$ cat config.mk
export PLATFORM = sky130hd
export DESIGN_NAME = outstanding_request_tracker_unit
export DESIGN_NICKNAME = d
export VERILOG_FILES = /design/src/hdl/ort_pkg.sv /design/src/hdl/ort_entry_ram.sv /design/src/hdl/ort_slot_update.sv /design/src/hdl/outstanding_request_tracker_unit.sv
export SDC_FILE = /design/constraint.sdc
export NUM_CORES = 2
export LEC_CHECK = 0
export ABC_AREA = 1
export BUFFER_PORTS_ARGS = -buffer_cell sky130_fd_sc_hd__buf_2
export CORE_AREA = 4 4 502 504
export DETAILED_ROUTE_END_ITERATION = 12
export DIE_AREA = 0 0 506 508
export SYNTH_ARGS = -nofsm -noshare
export SYNTH_HDL_FRONTEND = slang
export SYNTH_HIERARCHICAL = 1
export SYNTH_SLANG_ARGS = --single-unit
$ cat constraint.sdc
create_clock -name aclk -period 11 [get_ports aclk]
set_input_delay 1.1 -clock aclk [delete_from_list [all_inputs] [get_ports aclk]]
set_output_delay 1.1 -clock aclk [all_outputs]
set_load 0.01 [all_outputs]
$ cat src/hdl/ort_pkg.sv
// Package for the outstanding request tracker: operation and slot state codes,
// the entry record, the slot update result and the configuration constants.
// No dependencies.
package ort_pkg;

    localparam int TABLE_SLOTS = 16;

    localparam int KIND_W   = 8;
    localparam int KEY_W    = 64;
    localparam int TIME_W   = 32;
    localparam int RETRY_W  = 4;
    localparam int SID_W    = 4;
    localparam int STATE_W  = 3;
    localparam int COUNT_W  = 5;
    localparam int TICKS_W  = 16;
    localparam int CFG_IDX_W  = 2;
    localparam int CFG_DATA_W = 16;

    localparam logic [CFG_IDX_W-1:0] CFG_TIMEOUT = 2'd0;
    localparam logic [CFG_IDX_W-1:0] CFG_RETRY   = 2'd1;
    localparam logic [CFG_IDX_W-1:0] CFG_CLEANUP = 2'd2;

    localparam logic [TICKS_W-1:0] TIMEOUT_RST = 16'd30;
    localparam logic [RETRY_W-1:0] RETRY_RST   = 4'd3;
    localparam logic [TICKS_W-1:0] CLEANUP_RST = 16'd300;

    typedef enum logic [2:0] {
        OP_TICK       = 3'd0,
        OP_ADD        = 3'd1,
        OP_COMPLETE   = 3'd2,
        OP_FAIL       = 3'd3,
        OP_STATUS     = 3'd4,
        OP_CACHED     = 3'd5,
        OP_CLEAR_EXP  = 3'd6,
        OP_CLEAR_ALL  = 3'd7
    } op_t;

    typedef enum logic [STATE_W-1:0] {
        SS_FREE      = 3'd0,
        SS_PENDING   = 3'd1,
        SS_COMPLETED = 3'd2,
        SS_FAILED    = 3'd3,
        SS_EXPIRED   = 3'd4
    } slot_state_t;

    typedef enum logic [1:0] {
        FSM_IDLE   = 2'd0,
        FSM_RUN    = 2'd1,
        FSM_FINISH = 2'd2
    } fsm_t;

    typedef struct packed {
        slot_state_t          status;
        logic [KIND_W-1:0]    kind;
        logic [KEY_W-1:0]     target;
        logic [TIME_W-1:0]    deadline;
        logic [RETRY_W-1:0]   retries;
        logic [RETRY_W-1:0]   retry_cap;
    } entry_t;

    typedef struct packed {
        logic        wr_en;
        logic        changed;
        logic        alloc;
        logic        ok;
        logic        hit;
        slot_state_t cur_status;
        slot_state_t new_status;
        entry_t      wr_entry;
    } upd_t;

endpackage

$ cat src/hdl/ort_entry_ram.sv
// Entry memory of the tracker: one write port and one read port with
// registered read data. Generic; no package dependencies.
module ort_entry_ram #(
    parameter int DEPTH  = 16,
    parameter int ADDR_W = 4,
    parameter int WIDTH  = 8
) (
    input  logic              aclk,
    input  logic              wr_en,
    input  logic [ADDR_W-1:0] wr_addr,
    input  logic [WIDTH-1:0]  wr_data,
    input  logic              rd_en,
    input  logic [ADDR_W-1:0] rd_addr,
    output logic [WIDTH-1:0]  rd_data
);

    logic [WIDTH-1:0] mem [DEPTH];

    always_ff @(posedge aclk) begin
        if (wr_en) begin
            mem[wr_addr] <= wr_data;
        end
        if (rd_en) begin
            rd_data <= mem[rd_addr];
        end
    end

endmodule

$ cat src/hdl/ort_slot_update.sv
// Read-modify-write logic for one slot of the tracker.
// Depends on ort_pkg for the operation codes, entry record and update result.
module ort_slot_update import ort_pkg::*; (
    input  op_t                 op,
    input  logic                slot_valid,
    input  entry_t              rd_entry,
    input  logic [TIME_W-1:0]   time_now,
    input  logic [TICKS_W-1:0]  timeout_ticks,
    input  logic [TICKS_W-1:0]  cleanup_ticks,
    input  logic [RETRY_W-1:0]  retry_limit,
    input  logic [KIND_W-1:0]   kind_code,
    input  logic [KEY_W-1:0]    target_key,
    output upd_t                upd
);

    slot_state_t         cur;
    slot_state_t         nxt_status;
    slot_state_t         tick_status;
    logic [TIME_W-1:0]   diff;
    logic [TIME_W-1:0]   new_deadline;
    logic [RETRY_W-1:0]  retries_inc;
    logic                force_wr;
    entry_t              nxt;

    always_comb begin
        cur          = slot_valid ? rd_entry.status : SS_FREE;
        diff         = time_now - rd_entry.deadline;
        new_deadline = time_now + TIME_W'(timeout_ticks);
        retries_inc  = rd_entry.retries + RETRY_W'(1);
        nxt          = rd_entry;
        nxt_status   = cur;
        tick_status  = cur;
        force_wr     = 1'b0;
        upd          = '0;

        unique case (op)
            OP_TICK: begin
                if (cur == SS_PENDING && !diff[TIME_W-1]) begin
                    tick_status = SS_EXPIRED;
                end
                if (tick_status == SS_EXPIRED && diff > TIME_W'(cleanup_ticks)) begin
                    tick_status = SS_FREE;
                end
                nxt_status = tick_status;
            end
            OP_ADD: begin
                if (cur == SS_FREE) begin
                    nxt_status    = SS_PENDING;
                    nxt.kind      = kind_code;
                    nxt.target    = target_key;
                    nxt.deadline  = new_deadline;
                    nxt.retries   = '0;
                    nxt.retry_cap = retry_limit;
                    upd.alloc     = 1'b1;
                    upd.ok        = 1'b1;
                end
            end
            OP_COMPLETE: begin
                if (cur == SS_PENDING) begin
                    nxt_status = SS_COMPLETED;
                    upd.ok     = 1'b1;
                end
            end
            OP_FAIL: begin
                if (cur == SS_PENDING) begin
                    nxt.retries = retries_inc;
                    force_wr    = 1'b1;
                    upd.ok      = 1'b1;
                    if (retries_inc < rd_entry.retry_cap) begin
                        nxt.deadline = new_deadline;
                    end else begin
                        nxt_status = SS_FAILED;
                    end
                end
            end
            OP_STATUS: begin
            end
            OP_CACHED: begin
                upd.hit = (cur == SS_PENDING || cur == SS_COMPLETED) &&
                          rd_entry.kind == kind_code && rd_entry.target == target_key;
            end
            OP_CLEAR_EXP: begin
                if (cur == SS_EXPIRED) begin
                    nxt_status = SS_FREE;
                end
            end
            OP_CLEAR_ALL: begin
            end
        endcase

        nxt.status     = nxt_status;
        upd.cur_status = cur;
        upd.new_status = nxt_status;
        upd.changed    = nxt_status != cur;
        upd.wr_en      = upd.changed || force_wr;
        upd.wr_entry   = nxt;
    end

endmodule

$ cat src/hdl/outstanding_request_tracker_unit.sv
// Top level of the outstanding request tracker: sequencer, valid bits, counts,
// time and configuration registers. Depends on ort_pkg, ort_entry_ram and
// ort_slot_update.
//
//  Channel   Direction  Handshake              Transaction
//  s_*       in         s_valid / s_ready      one request
//  m_*       out        m_valid / m_ready      one result with the four counts
//  cfg_*     in         cfg_valid / cfg_ready  one register write
//
// Tick, add, cached query and clear expired sweep the entry memory one slot a
// cycle through its single read port, an add ending at the first free slot.
// Complete, fail and status visit only the named slot; clear all and
// out-of-range slots skip the sweep. Reset clears the valid bits at once, so
// no clearing pass runs. A new request is taken while a result waits on
// m_ready; its own result then waits in FSM_FINISH until the output is free.
module outstanding_request_tracker_unit import ort_pkg::*; (
    input  logic                   aclk,
    input  logic                   aresetn,

    input  logic                   s_valid,
    output logic                   s_ready,
    input  logic [2:0]             s_req_type,
    input  logic [SID_W-1:0]       s_slot_id,
    input  logic [KIND_W-1:0]      s_kind_code,
    input  logic [KEY_W-1:0]       s_target_key,

    output logic                   m_valid,
    input  logic                   m_ready,
    output logic                   m_ok,
    output logic                   m_table_full,
    output logic [SID_W-1:0]       m_new_slot,
    output logic [STATE_W-1:0]     m_entry_state,
    output logic                   m_cache_hit,
    output logic [COUNT_W-1:0]     m_pending_count,
    output logic [COUNT_W-1:0]     m_completed_count,
    output logic [COUNT_W-1:0]     m_failed_count,
    output logic [COUNT_W-1:0]     m_expired_count,

    input  logic                   cfg_valid,
    output logic                   cfg_ready,
    input  logic [CFG_IDX_W-1:0]   cfg_index,
    input  logic [CFG_DATA_W-1:0]  cfg_wdata
);

    localparam int SLOT_W = (TABLE_SLOTS > 1) ? $clog2(TABLE_SLOTS) : 1;
    localparam int CNT_W  = $clog2(TABLE_SLOTS + 1);
    localparam logic [SLOT_W-1:0] LAST_IDX = SLOT_W'(TABLE_SLOTS - 1);

    fsm_t                  state_reg, state_next;
    op_t                   op_reg;
    logic [KIND_W-1:0]     kind_reg;
    logic [KEY_W-1:0]      key_reg;

    logic [SLOT_W-1:0]     rd_idx_reg, rd_idx_next;
    logic [SLOT_W-1:0]     last_idx_reg, last_idx_next;
    logic [SLOT_W-1:0]     proc_idx_reg;
    logic                  issue_reg, issue_next;
    logic                  proc_vld_reg, proc_vld_next;

    logic [TABLE_SLOTS-1:0] valid_reg, valid_next;
    logic [CNT_W-1:0]      cnt_reg [4];
    logic [CNT_W-1:0]      cnt_next [4];
    logic [TIME_W-1:0]     time_reg, time_next;

    logic [TICKS_W-1:0]    timeout_reg;
    logic [RETRY_W-1:0]    retry_reg;
    logic [TICKS_W-1:0]    cleanup_reg;

    logic                  ok_acc_reg, ok_acc_next;
    logic                  hit_acc_reg, hit_acc_next;
    logic                  alloc_acc_reg, alloc_acc_next;
    logic [SID_W-1:0]      slot_acc_reg, slot_acc_next;
    logic [STATE_W-1:0]    estate_acc_reg, estate_acc_next;

    logic                  m_valid_reg, m_valid_next;

    logic                  s_ready_int;
    logic                  issue_en;
    logic                  proc_en;
    logic                  load_out;
    logic                  in_acc;
    logic                  in_single;
    logic                  in_direct;
    logic                  run_done;
    logic [SLOT_W-1:0]     in_start;

    logic [$bits(entry_t)-1:0] rd_data;
    entry_t                rd_entry;
    upd_t                  upd;

    ort_entry_ram #(
        .DEPTH  (TABLE_SLOTS),
        .ADDR_W (SLOT_W),
        .WIDTH  ($bits(entry_t))
    ) u_entry_ram (
        .aclk    (aclk),
        .wr_en   (proc_en && upd.wr_en),
        .wr_addr (proc_idx_reg),
        .wr_data (upd.wr_entry),
        .rd_en   (issue_en),
        .rd_addr (rd_idx_reg),
        .rd_data (rd_data)
    );

    assign rd_entry = entry_t'(rd_data);

    ort_slot_update u_slot_update (
        .op            (op_reg),
        .slot_valid    (valid_reg[proc_idx_reg]),
        .rd_entry      (rd_entry),
        .time_now      (time_reg),
        .timeout_ticks (timeout_reg),
        .cleanup_ticks (cleanup_reg),
        .retry_limit   (retry_reg),
        .kind_code     (kind_reg),
        .target_key    (key_reg),
        .upd           (upd)
    );

    assign s_ready   = s_ready_int;
    assign m_valid   = m_valid_reg;
    assign cfg_ready = 1'b1;
    assign in_acc    = s_valid && s_ready_int;

    always_comb begin
        in_single = (op_t'(s_req_type) == OP_COMPLETE) || (op_t'(s_req_type) == OP_FAIL) ||
                    (op_t'(s_req_type) == OP_STATUS);
        in_direct = (op_t'(s_req_type) == OP_CLEAR_ALL) ||
                    (in_single && !(32'(s_slot_id) < TABLE_SLOTS));
        in_start  = in_single ? SLOT_W'(s_slot_id) : '0;
        run_done  = proc_vld_reg && (proc_idx_reg == last_idx_reg || upd.alloc);
    end

    always_comb begin
        state_next = state_reg;
        unique case (state_reg)
            FSM_IDLE: begin
                if (s_valid) begin
                    state_next = in_direct ? FSM_FINISH : FSM_RUN;
                end
            end
            FSM_RUN: begin
                if (run_done) begin
                    state_next = FSM_FINISH;
                end
            end
            FSM_FINISH: begin
                if (!m_valid_reg || m_ready) begin
                    state_next = FSM_IDLE;
                end
            end
            default: begin
                state_next = FSM_IDLE;
            end
        endcase
    end

    always_comb begin
        s_ready_int = 1'b0;
        issue_en    = 1'b0;
        proc_en     = 1'b0;
        load_out    = 1'b0;
        unique case (state_reg)
            FSM_IDLE: begin
                s_ready_int = 1'b1;
            end
            FSM_RUN: begin
                issue_en = issue_reg;
                proc_en  = proc_vld_reg;
            end
            FSM_FINISH: begin
                load_out = !m_valid_reg || m_ready;
            end
            default: begin
            end
        endcase
    end

    always_comb begin
        rd_idx_next     = rd_idx_reg;
        last_idx_next   = last_idx_reg;
        issue_next      = issue_en && (rd_idx_reg != last_idx_reg) && !run_done;
        proc_vld_next   = issue_en && !run_done;
        valid_next      = valid_reg;
        time_next       = time_reg;
        ok_acc_next     = ok_acc_reg;
        hit_acc_next    = hit_acc_reg;
        alloc_acc_next  = alloc_acc_reg;
        slot_acc_next   = slot_acc_reg;
        estate_acc_next = estate_acc_reg;
        m_valid_next    = m_valid_reg;
        for (int k = 0; k < 4; k++) begin
            cnt_next[k] = cnt_reg[k];
        end

        if (issue_en) begin
            rd_idx_next = rd_idx_reg + SLOT_W'(1);
        end

        if (in_acc) begin
            rd_idx_next     = in_start;
            last_idx_next   = in_single ? in_start : LAST_IDX;
            issue_next      = !in_direct;
            ok_acc_next     = 1'b0;
            hit_acc_next    = 1'b0;
            alloc_acc_next  = 1'b0;
            slot_acc_next   = '0;
            estate_acc_next = '0;
            if (op_t'(s_req_type) == OP_TICK) begin
                time_next = time_reg + TIME_W'(1);
            end
            if (op_t'(s_req_type) == OP_CLEAR_ALL) begin
                valid_next = '0;
                for (int k = 0; k < 4; k++) begin
                    cnt_next[k] = '0;
                end
            end
        end

        if (proc_en) begin
            ok_acc_next  = ok_acc_reg || upd.ok;
            hit_acc_next = hit_acc_reg || upd.hit;
            if (upd.alloc) begin
                alloc_acc_next = 1'b1;
                slot_acc_next  = SID_W'(proc_idx_reg);
            end
            if (op_reg == OP_STATUS) begin
                estate_acc_next = upd.cur_status;
            end
            if (upd.changed) begin
                valid_next[proc_idx_reg] = upd.new_status != SS_FREE;
                for (int k = 0; k < 4; k++) begin
                    cnt_next[k] = cnt_reg[k]
                                + CNT_W'(upd.new_status == slot_state_t'(STATE_W'(k + 1)))
                                - CNT_W'(upd.cur_status == slot_state_t'(STATE_W'(k + 1)));
                end
            end
        end

        if (load_out) begin
            m_valid_next = 1'b1;
        end else if (m_ready) begin
            m_valid_next = 1'b0;
        end
    end

    always_ff @(posedge aclk) begin
        if (!aresetn) begin
            state_reg    <= FSM_IDLE;
            issue_reg    <= 1'b0;
            proc_vld_reg <= 1'b0;
            valid_reg    <= '0;
            time_reg     <= '0;
            m_valid_reg  <= 1'b0;
            timeout_reg  <= TIMEOUT_RST;
            retry_reg    <= RETRY_RST;
            cleanup_reg  <= CLEANUP_RST;
            for (int k = 0; k < 4; k++) begin
                cnt_reg[k] <= '0;
            end
        end else begin
            state_reg    <= state_next;
            issue_reg    <= issue_next;
            proc_vld_reg <= proc_vld_next;
            valid_reg    <= valid_next;
            time_reg     <= time_next;
            m_valid_reg  <= m_valid_next;
            for (int k = 0; k < 4; k++) begin
                cnt_reg[k] <= cnt_next[k];
            end
            if (cfg_valid) begin
                unique case (cfg_index)
                    CFG_TIMEOUT: timeout_reg <= cfg_wdata;
                    CFG_RETRY:   retry_reg   <= RETRY_W'(cfg_wdata);
                    CFG_CLEANUP: cleanup_reg <= cfg_wdata;
                    default: begin
                    end
                endcase
            end
        end
    end

    always_ff @(posedge aclk) begin
        rd_idx_reg     <= rd_idx_next;
        last_idx_reg   <= last_idx_next;
        proc_idx_reg   <= rd_idx_reg;
        ok_acc_reg     <= ok_acc_next;
        hit_acc_reg    <= hit_acc_next;
        alloc_acc_reg  <= alloc_acc_next;
        slot_acc_reg   <= slot_acc_next;
        estate_acc_reg <= estate_acc_next;
        if (in_acc) begin
            op_reg      <= op_t'(s_req_type);
            kind_reg    <= s_kind_code;
            key_reg     <= s_target_key;
        end
        if (load_out) begin
            m_ok              <= ok_acc_reg;
            m_table_full      <= (op_reg == OP_ADD) && !alloc_acc_reg;
            m_new_slot        <= slot_acc_reg;
            m_entry_state     <= estate_acc_reg;
            m_cache_hit       <= hit_acc_reg;
            m_pending_count   <= COUNT_W'(cnt_reg[0]);
            m_completed_count <= COUNT_W'(cnt_reg[1]);
            m_failed_count    <= COUNT_W'(cnt_reg[2]);
            m_expired_count   <= COUNT_W'(cnt_reg[3]);
        end
    end

    // The four state counts together never exceed the number of slots.
    a_count_bound: assert property (@(posedge aclk) disable iff (!aresetn)
        32'(cnt_reg[0]) + 32'(cnt_reg[1]) + 32'(cnt_reg[2]) + 32'(cnt_reg[3])
            <= TABLE_SLOTS)
        else $error("state counts exceed the table size");

    // No memory read is in flight while the block waits for a new request.
    a_idle_quiet: assert property (@(posedge aclk) disable iff (!aresetn)
        state_reg == FSM_IDLE |-> !issue_reg && !proc_vld_reg)
        else $error("memory sweep still active in idle");

    // A clear-all transaction leaves every count at zero.
    a_clear_all: assert property (@(posedge aclk) disable iff (!aresetn)
        in_acc && op_t'(s_req_type) == OP_CLEAR_ALL |=>
            cnt_reg[0] == '0 && cnt_reg[1] == '0 && cnt_reg[2] == '0 && cnt_reg[3] == '0)
        else $error("counts not cleared by clear all");

    // A refused add never reports success.
    a_full_not_ok: assert property (@(posedge aclk) disable iff (!aresetn)
        m_valid_reg |-> !(m_ok && m_table_full))
        else $error("result reports both success and a full table");

endmodule

Yosys cells after proc, flatten, opt, wreduce, memory -nomap -nowiden. Memories as Yosys holds them, arrays and structs flattened. A register that Yosys moved wholly into a read port is not among the register bits. Cells that the tools add are included.

Register bits: 216. Logic and storage cells: 193. Input bits: 102. Memories: 2. RAM bits: 1860. Output and inout port bits: 33.

Memories: u_entry_ram.mem (depth 16, bits a word 115, rd ports 1, clocked after Yosys merged registers in 1, wr ports 1, RTL line ort_entry_ram.sv:17) `logic [WIDTH-1:0] mem [DEPTH];`; cnt_reg (depth 4, bits a word 5, rd ports 4, clocked after Yosys merged registers in 0, wr ports 4, RTL line outstanding_request_tracker_unit.sv:61) `logic [CNT_W-1:0] cnt_reg [4];`.

Add/sub/neg operators: 13. Reductions and logical operators: 40. Muxes and demuxes: 70. Magnitude comparators: 4. Bitwise operators: 4. Eq/ne operators: 31.

Operator list (count): two-way mux 112 bit (1); two-way mux 20 bit (4); two-way mux 72 bit (1); case mux 36 bit (2 select lines) (1); equality test 64 bit (1); two-way mux 16 bit (4); two-way mux 3 bit (12); two-way mux 36 bit (1); adder 32 x 1 -> 32 bit, second input constant (1); adder 32 x 16 -> 32 bit (1); > comparator 32 x 16 -> 1 bit (1); two-way mux 32 bit (1); subtractor 32 bit (1); two-way mux 4 bit (7); equality test 3 x 2 -> 1 bit, second input constant (8); equality test 3 bit, second input constant (8); two-way mux 1 bit (23); adder 5 x 1 -> 5 bit (4); two-way mux 5 bit (4); subtractor 5 x 1 -> 5 bit (4); bitwise mux 16 bit (1); case mux 3 bit (5 select lines) (1); logical AND 1 bit (12); two-way mux 2 bit (5); 26 further kinds (55).

Depth between registers and ports, before layout.
Depth in word-level cells: 17. Depth in mapped cells: 36. Gate-level depth less buffers: 35.

Cells and area by module. Netlist, hierarchy kept.

By module, submodules not included: ort_entry_ram (cells each 7542, instances 1, seq. area each 58706.3 sq um, area each 81793.4 sq um); outstanding_request_tracker_unit (cells each 1033, instances 1, seq. area each 5875.6 sq um, area each 9801.9 sq um); ort_slot_update (cells each 1365, instances 1, seq. area each 0.0 sq um, area each 6909.1 sq um).

Worst setup path after synthesis. OpenSTA, ideal clock, no wires.

Kind: flip-flop to flip-flop. Start: reg time_reg[0]. End: mem u_entry_ram/mem[12][0] (netlist bit), enable pin. Required time: 10409 ps. Arrival: 7831 ps. Path slack: 2578 ps. Library setup time: 591 ps. Clock period less this slack: 8422 ps. Buffers on the path: 0. Stages on the path, launching flop included: 29. Cells stage by stage: dfxtp_1 > inv_1 > ha_1 > fa_1 > inv_1 > nand3_1 > nand3_1 > nand3_1 > nand3_2 > xor2_1 > ha_1 > nand2_1 > nor3_1 > nand2_1 > nand2_1 > nand2_1 > nand3_1 > nor2_1 > nand2_1 > nor2_1 > nand2_1 > nand2_1 > nand2_2 > nand3_2 > nand3_1 > inv_1 > nor2_1 > nand3_1 > nor2_1.

RTL lines: start, declared (RTL line outstanding_request_tracker_unit.sv:63) `logic [TIME_W-1:0] time_reg, time_next;`; start signal, assigned (RTL line outstanding_request_tracker_unit.sv:266) `time_reg <= time_next;`; end, declared (RTL line ort_entry_ram.sv:17).

==> flow_metrics.py <==
metrics = {
    "power": {
        "vdd_drop_max_v": 0.000139,
        "leakagePower_nw": 46.2,
        "report.power.total_mw": 18.9,
        "power.density_nw_per_um2": 172,
    },
    "sta": {
        "final.setup_skew_ns": 0.0897,
        "timing.setup.tns_ns": 0,
        "slew_headroom": 0.103,
        "drv_slew": 0,
        "finalSetupViolCount": 0,
        "max_freq_mhz": 137,
        "timing_worst_slew_pin_value_ns": 1.34,
        "final.min_clock_period_ns": 7.31,
        "hold_viol_final": 0,
        "rsz_0062_raised_after_global_routing": "no",
        "period_share": 0.665,
        "finalHoldWorstSlack_ns": 0.401,
    },
    "detailed_routing": {
        "avgRoutedWirePerCell_microns": 20.0,
        "antenna_left": 0,
        "vias": 68100,
        "drt_wl_total_microns": 270000,
        "detailedRoute.firstIterationViolations": 6875,
        "drcViolationCount": 0,
        "vias_per_cell": 5.04,
        "drtPass1Iterations": 6,
    },
    "clock_tree": {
        "cts_repair_resize_count": 0,
        "clk_latency_ns": 0.88,
        "ctsHoldBuffers": 0,
        "clk_pin_slew_worst_paths_ns": 0.06,
        "cts_bufs_inserted": 221,
        "cts_setup_buffers": 0,
        "clockBufferDepth": 3,
        "ctsRootBufferMaster": "sky130_fd_sc_hd__clkbuf_16",
        "cts.sink_count": 2191,
        "cts_tree": "done",
        "cts-htree-levels": 4,
    },
    "logic_synthesis": {
        "synth-compound-area-share": 0.0206,
        "synth-edff-count": 2070,
        "syn-mean-instance-area_sq_um": 9.91,
        "synth_cell_types": 66,
        "ys_seq_area_frac": 0.656,
        "synth_fa_ha_area_frac": 0.0125,
        "postSynth.asyncResetShare": 0,
        "number_of_nets_produced_by_synthesis": 10100,
        "postSynth.topFlopCell": "sky130_fd_sc_hd__edfxtp_1",
        "synth.ff_latch_count": 2191,
        "synth.area.mux_share": 0,
        "synth_cells": 9940,
        "synth_simple_gate_area_frac": 0.215,
        "synth-warning-count": 6,
        "parity_gate_share_of_the_synthesized_area_counting_xor_and_xnor_cells": 0.00800,
        "post_synthesis_instance_area_sq_um": 98500,
        "combinational_family_with_the_most_area_after_synthesis": "simple AND/OR/NAND/NOR gates",
    },
    "final_layout": {
        "area_delta_synth_final_pct": 11.3,
        "mostFrequentLayoutCells": "sky130_fd_sc_hd__nand2_1, sky130_fd_sc_hd__edfxtp_1, sky130_fd_sc_hd__inv_1",
        "layout.filler_cells": 23100,
        "total_area_of_multi_input_combinational_cells_sq_um": 25400,
        "layout-drive-gt1-share": 0.0703,
        "sequential_cell_area_sq_um": 64600,
        "final_common_cell": "sky130_fd_sc_hd__nand2_1",
        "largest_reg_flops": 1840,
        "finalNetCount": 10200,
    },
    "global_routing": {
        "groute.layer.met1.usage": 0.291,
        "all_layer_global_routing_usage": 0.206,
        "first_global_vias": 64800,
        "grtUsageMet2": 0.334,
        "antenna_found_initial": 3,
        "use_met3": 0.0308,
        "grt_remaining_overflow": 0,
        "grt_max_degree": 183,
        "global_route_wire_length_before_repair_microns": 407000,
        "global_route.peak_usage_layer": "met2",
    },
    "floorplan": {
        "rows": 183,
        "die_width_microns": 506,
        "die_y_microns": 508,
        "coreArea_sq_um": 248000,
        "floorplan.io_pins": 135,
        "design.die.area_sq_um": 257000,
        "starting_density": 0.398,
    },
    "setup_path": {
        "worst-setup-path-type": "register to register",
        "worst-endpoint-arrival_ns": 7.76,
        "critical_path.max_fanout": 48,
        "cp.required_ns": 11.45,
        "start_kind": "register",
        "worstSetupEndpointType": "register",
    },
    "placed_design": {
        "port_buffers": 133,
        "dp_hpwl_microns": 151000,
        "gpl.final_weighted_congestion": 0.834,
    },
    "job": {
        "drv.max_cap_violation_count": 0,
    },
    "run_status": {
        "run_status": "completed",
    },
    "worst_hold_path": {
        "class_of_the_most_critical_hold_timing_path": "input pin to register",
    },
}
synthesized netlist by cell type (all sizes together), types with 2 or more instances:
cell type	n	area, sq um
o221a	2	22.5
a31oi	9	56.3
nor2	228	985
clkbuf	98	368
buf	338	1720
inv	1747	6560
a21o	4	37.5
nand3	1495	7510
o21a	5	37.5
ha	89	1110
xnor2	45	394
a221oi	6	52.6
xor2	45	394
o211ai	3	22.5
dfxtp	121	2420
nor3b	4	35.0
nand4	24	150
a22o	6	52.6
fa	6	120
a22oi	3	22.5
o21bai	7	56.3
clkinv	6	22.5
o21ai	152	764
nand2	3201	12100
nand3b	7	60.1
o2111ai	2	17.5
nor4b	2	17.5
nor4	8	50.1
o31ai	2	15.0
a211oi	7	52.6
a221o	3	30.0
a21boi	2	18.8
or2	18	113
edfxtp	2070	62200
nor3	28	150
o22ai	12	75.1
a21oi	127	654
final cells by class:
cell class                 instances  area share
antenna                            3   0.0000685
clock buffer                     288      0.0534
sequential                      2191       0.589
multi-input combinational       5560       0.232
tap                             3330      0.0380
clock inverter                   116      0.0105
timing repair buffer             271      0.0167
inverter                        1753      0.0603
cells by family after synthesis:
logic type | count (synthesis)
other cells | 1
compound gates | 357
xor+xnor | 90
buf+inv | 2189
flops | 2191
simple gates | 5017
fa+ha+maj | 95
per-stage QoR:
step                cells   util  worst slack (ns)  area [sq um]
finish              13500  0.443              3.69        110000
global route        13500  0.443              3.28        110000
CTS                 13500  0.443              3.74        110000
detailed placement  13100  0.414              3.75        103000
global placement    13100  0.414              3.84        103000
floorplan            9940      -              2.58         98500
power by group:
| part | internal [mW] | switching, mW |
|---|---|---|
| Clock | 4.09 | 3.24 |
| Combinational | 0.569 | 1.65 |
| Sequential | 9.26 | 0.0714 |
| Total | 13.9 | 4.97 |
metal layers:
layer | wire [microns] | share of wire | vias to the layer above
li1 | - | - | 32300
met5 | 13 | 0.000048 | -
met4 | 6280 | 0.023 | 2
met1 | 118000 | 0.44 | 32800
met2 | 125000 | 0.46 | 2530
met3 | 20300 | 0.075 | 398
worst max-delay path, cell delays in order (launching register included):
cell                       delay [ns]
sky130_fd_sc_hd__dfxtp_1         0.55
sky130_fd_sc_hd__nor2_1          0.19
sky130_fd_sc_hd__a22o_1          0.25
sky130_fd_sc_hd__o21ai_0         0.16
sky130_fd_sc_hd__nand4_1         0.22
sky130_fd_sc_hd__nand2_1         0.22
sky130_fd_sc_hd__inv_2           0.10
sky130_fd_sc_hd__nor2_1          0.12
sky130_fd_sc_hd__inv_1           0.07
sky130_fd_sc_hd__nor2_1          0.14
sky130_fd_sc_hd__inv_1           0.11
sky130_fd_sc_hd__nor2_4          0.08
sky130_fd_sc_hd__buf_4           0.56
sky130_fd_sc_hd__clkinv_2        0.77
sky130_fd_sc_hd__nand3_1         0.29
sky130_fd_sc_hd__inv_1           0.08
sky130_fd_sc_hd__nand3_1         0.08
sky130_fd_sc_hd__inv_1           0.04
sky130_fd_sc_hd__nor2_1          0.48
sky130_fd_sc_hd__nand3b_1        0.46
sky130_fd_sc_hd__nor2_4          1.00
sky130_fd_sc_hd__buf_4           0.85
final timing paths:
path / from / end / slack (ns) / cells past startpoint
worst max register to register: proc_idx_reg[1] / u_entry_ram/mem[6][14] / 3.69 / 21
worst max-delay path: proc_idx_reg[1] / u_entry_ram/mem[6][14] / 3.69 / 21
worst min register to register: slot_acc_reg[1] / m_new_slot[1] / 0.44 / 0
worst min-delay path: s_kind_code[4] / kind_reg[4] / 0.40 / 1
Note: power is estimated with default switching activity, not from simulation.
